[src/rtl/hsrt_pkg.sv]
// shared types and constants for the heap sorter
package hsrt_pkg;

    localparam int DEPTH_DEF = 64;
    localparam int VAL_W     = 32;

    typedef struct packed {
        logic signed [VAL_W-1:0] item_value;
        logic                    is_last;
    } item_t;

    typedef struct packed {
        logic signed [VAL_W-1:0] sorted_value;
        logic                    last_out;
        logic                    overflow;
    } result_t;

    typedef struct packed {
        logic                    valid;
        logic signed [VAL_W-1:0] value;
    } lane_t;

endpackage

[src/rtl/hsrt_cell.sv]
// one sorting cell: keeps the smaller value, passes the larger one right
module hsrt_cell (
    input  logic           clk,
    input  logic           rst_n,
    input  logic           shift,
    input  hsrt_pkg::lane_t ins_in,
    output hsrt_pkg::lane_t ins_out,
    input  hsrt_pkg::lane_t right_in,
    output hsrt_pkg::lane_t hold_out
);
    import hsrt_pkg::*;

    logic                    valid_reg, valid_next;
    logic signed [VAL_W-1:0] value_reg, value_next;
    logic                    carry_valid_reg, carry_valid_next;
    logic signed [VAL_W-1:0] carry_value_reg, carry_value_next;

    always_comb
    begin
        valid_next       = valid_reg;
        value_next       = value_reg;
        carry_valid_next = 1'b0;
        carry_value_next = carry_value_reg;
        if (shift)
        begin
            valid_next = right_in.valid;
            value_next = right_in.value;
        end
        else if (ins_in.valid)
        begin
            if (!valid_reg)
            begin
                valid_next = 1'b1;
                value_next = ins_in.value;
            end
            else if (ins_in.value < value_reg)
            begin
                value_next       = ins_in.value;
                carry_valid_next = 1'b1;
                carry_value_next = value_reg;
            end
            else
            begin
                carry_valid_next = 1'b1;
                carry_value_next = ins_in.value;
            end
        end
    end

    always_ff @(posedge clk or negedge rst_n)
    begin
        if (!rst_n)
        begin
            valid_reg       <= 1'b0;
            carry_valid_reg <= 1'b0;
        end
        else
        begin
            valid_reg       <= valid_next;
            carry_valid_reg <= carry_valid_next;
        end
    end

    always_ff @(posedge clk)
    begin
        value_reg       <= value_next;
        carry_value_reg <= carry_value_next;
    end

    assign ins_out.valid  = carry_valid_reg;
    assign ins_out.value  = carry_value_reg;
    assign hold_out.valid = valid_reg;
    assign hold_out.value = value_reg;

endmodule

[config.mk]
export PLATFORM = sky130hd
export DESIGN_NAME = hsrt_cell
export DESIGN_NICKNAME = d
export VERILOG_FILES = /design/src/rtl/hsrt_pkg.sv /design/src/rtl/hsrt_cell.sv
export SDC_FILE = /design/constraint.sdc
export NUM_CORES = 1
export LEC_CHECK = 0
export CORE_MARGIN = 1
export CORE_UTILIZATION = 60
export CTS_CLUSTER_DIAMETER = 150
export DETAILED_ROUTE_END_ITERATION = 10
export DONT_BUFFER_PORTS = 1
export HOLD_SLACK_MARGIN = 0.08
export PLACE_DENSITY = 0.83
export SLEW_MARGIN = 20
export SYNTH_ARGS = -nofsm -noshare
export SYNTH_HDL_FRONTEND = slang
export SYNTH_SLANG_ARGS = --single-unit
[constraint.sdc]
create_clock -name clk -period 5 [get_ports clk]
set_clock_uncertainty 0.1 [all_clocks]
set_input_delay 0.25 -clock clk [delete_from_list [all_inputs] [get_ports clk]]
set_output_delay 0.25 -clock clk [all_outputs]
set_load 0.005 [all_outputs]
==> impl_results.md <==
* Status: finished, final reports clean
* Postcts setup bufs at 0
* Most frequent cells in the layout: 68 x dlygate4sd3_1, 64 x edfxtp_1, 35 x mux2_2, 32 x inv_1, 31 x ha_1
* First DRT Iteration DRCs at 83
* Max-cap violations at 0
* Total grt overflow at 0
* Worst slew margin at between 30% and 40%
* Worst r2r path cells at 9
* Fraction of registers with async set/reset at under 10%
* Post-Layout Cell Count at about 410
* Overall power at 1.52 mW
* Starting Density at just over 60%
* CP Launch Point: value_reg[25]
* Post-synthesis simple-gate area fraction at ~3.8%
* Critical R2R Capture: value_reg[20]
* Top cells by area, synth: edfxtp_1 52%, mux2_4 12%, mux2_2 11%
* Drt drc at 0
* Worst Setup End Kind: register
* Fillers at approximately 380
* Post-route cell area at 0.00465 mm2
* Peak VDD IR at about 0.24 mV
* Die W at 80.6 um
* Pre-antenna DRT Iters at 4
* Final period util at between 70% and 80%
* Share of the synthesized area in the top cell type at 51.8%
* Hold Crit Class: input pin to register
* Post-route antenna net violation count at 0
* Via density at between 5 and 6
* Leakage at roughly 1.9 nW
* R2r setup slk at approximately 1400 ps
* Layout net count at ~430
* Arrival time of the worst setup path at 3520 ps
* Post-Syn Nets at between 300 and 400
* Multiplexer share of the synthesized area at roughly 22%
* Top FF cell, synth: edfxtp_1
* Antenna violations before repair at 0
* Largest net degree at the start of global routing at 35
* Compound-Gate Fraction of Synth Area at 5.16%
* Final TNS setup at 0 ps
* Critical path type: register to register
* Synth Cell Area at approximately 0.0037 mm2
* Largest family of logic cells by synthesized area: multiplexers
* Fin. Hold Viols at 0
* Clock Sinks at 66
* Max Fclk at between 0.2 and 0.3 GHz
* Register area share after synthesis at a little over half
* CTS tree: yes
* Worst slew pin tran at roughly 1000 ps
* Worst-Skew Late Latency at 330 ps
* Area post-placement at about 0.0038 mm2
* Layout cells sized above 1 at about a quarter
* Fin crit period at around 3600 ps
* Type of origin of the critical path: register
* Count of cell types in the netlist at 30
* Sequential Area at 0.00197 mm2
* Antenna diode count at 0
* Htree depth at 3
* Core Rows at 28
* Routability cong. at 0.692
* Post-Synth Adder-Cell Area at between 10% and 20%
* Worst Path Required at just under 5000 ps
* Power per cell area at between 300 and 400 mW/mm2
* Total routed wirelength at 8560 um
* Seq cells post-synth at 66
* Total GRT Usage at between 20 and 30%
* Longest Clk Path Bufs at 2
* Syn. warnings at 0
* Yosys top cell by area: edfxtp_1
* Clk pin slew, worst setup/hold paths at around 70 ps
* Synth Instances at 260
* Hold_buf cts at a little under 70
* Worst Path Max Fanout at 17
* Slew Limit Fails at 0
* DP Cell Count at roughly 330
* Vias at between 2000 and 2500
* Worst flop-to-flop path startpoint: value_reg[25]
* Final setup viols at 0
* # resized after CTS at 0
* Core area at 0.00596 mm2
* Area delta synth->final at 25.4%
* DIE AREA at around 0.0065 mm2
* Vias in the first global route at 2537
* Number of synthesized flops with an enable pin at between 60 and 70
* DR WL/cell at 20.7 um
* Syn avg cell area at about 14 um2
* First-pass GRT wire length at 12800 um
* Most common cell after layout, fill and taps aside: dlygate4sd3_1
* # port buffers at 0
* Hpwl dp at about 4900 um
* Die H at around 81 um
* Area occupied by multi-input gates at about 0.0016 mm2
* Post-Synth XOR/XNOR Area at 0%
* TritonCTS Buffers at 9
* End of the critical path: value_reg[20]
* # IOs at between 100 and 150
* RSZ-0062 raised after global routing: false
* Root Buffer: clkbuf_8
## per-layer routing
metal | part of all wire, % | vias to the layer above | wire (um) | GRT usage (%)
li1 | - | 1107 | - | -
met3 | 7.4 | 23 | 637 | 8.98
met4 | 2.7 | 0 | 231 | 12.5
met5 | 0 | - | 0 | 0
met1 | 38 | 1127 | 3220 | 29.6
met2 | 52 | 109 | 4470 | 49.0
## synth_stat cells, types with 2 or more instances
cell type / n
edfxtp_1: 64
mux2_2: 35
inv_1: 32
ha_1: 31
mux2_4: 29
a21oi_1: 11
nand2_1: 11
nor2_1: 10
o21ai_0: 5
buf_6: 3
clkbuf_1: 3
a211oi_1: 2
a221o_1: 2
and4_2: 2
buf_4: 2
dfrtp_1: 2
nand3_1: 2
nand4_1: 2
## critical path, stage by stage, from the launching register on
cell and delay [ps]:
edfxtp_1 440, inv_1 110, ha_1 260, a21o_1 190, a221o_1 350, a221o_1 400, o2bb2ai_1 170, a211oi_4 250
o22a_1 770, buf_12 240
## report_power, final
part	internal, mW	total (mW)	switching [mW]
Clock	0.227	0.425	0.198
Sequential	0.683	0.725	0.0422
Combinational	0.209	0.369	0.160
## worst min path at each step
stage,start,end,depth (start not counted)
after CTS,shift,carry_valid_reg,2
after detailed placement,rst_n,carry_valid_reg,0
after global placement,rst_n,carry_valid_reg,0
after floorplan,rst_n,carry_valid_reg,0
final,shift,carry_valid_reg,2
after global routing,shift,carry_valid_reg,2
## cells by family (layout without fill, tap and decap cells)
| group | after synthesis | after routing |
|---|---|---|
| multiplexers | 64 | 64 |
| buffers and inverters | 41 | 119 |
| AND/OR/NAND/NOR | 30 | 30 |
| AO/OA/AOI/OAI | 28 | 28 |
| adder cells (fa/ha/maj) | 31 | 31 |
| flip-flops | 66 | 66 |
## stage by stage
step	hold WS (ps)	setup slack (ps)	util (%)
2_1_floorplan	-146	1430	-
3_3_place_gp	-146	1580	63.3
3_5_place_dp	-146	1530	63.3
4_1_cts	84.8	1460	78.1
5_1_grt	123	1260	78.1
6_report	117	1430	78.1
## cell type report
| class | instances | share of cell area (%) |
|---|---|---|
| Sequential cell | 66 | 42.4 |
| Multi-Input combinational cell | 153 | 33.5 |
| Timing Repair Buffer | 71 | 15.7 |
| Clock buffer | 12 | 2.91 |
| Inverter | 32 | 2.58 |
| Tap cell | 75 | 2.02 |
| Clock inverter | 4 | 0.915 |
Power figures use the tool's default switching activity.
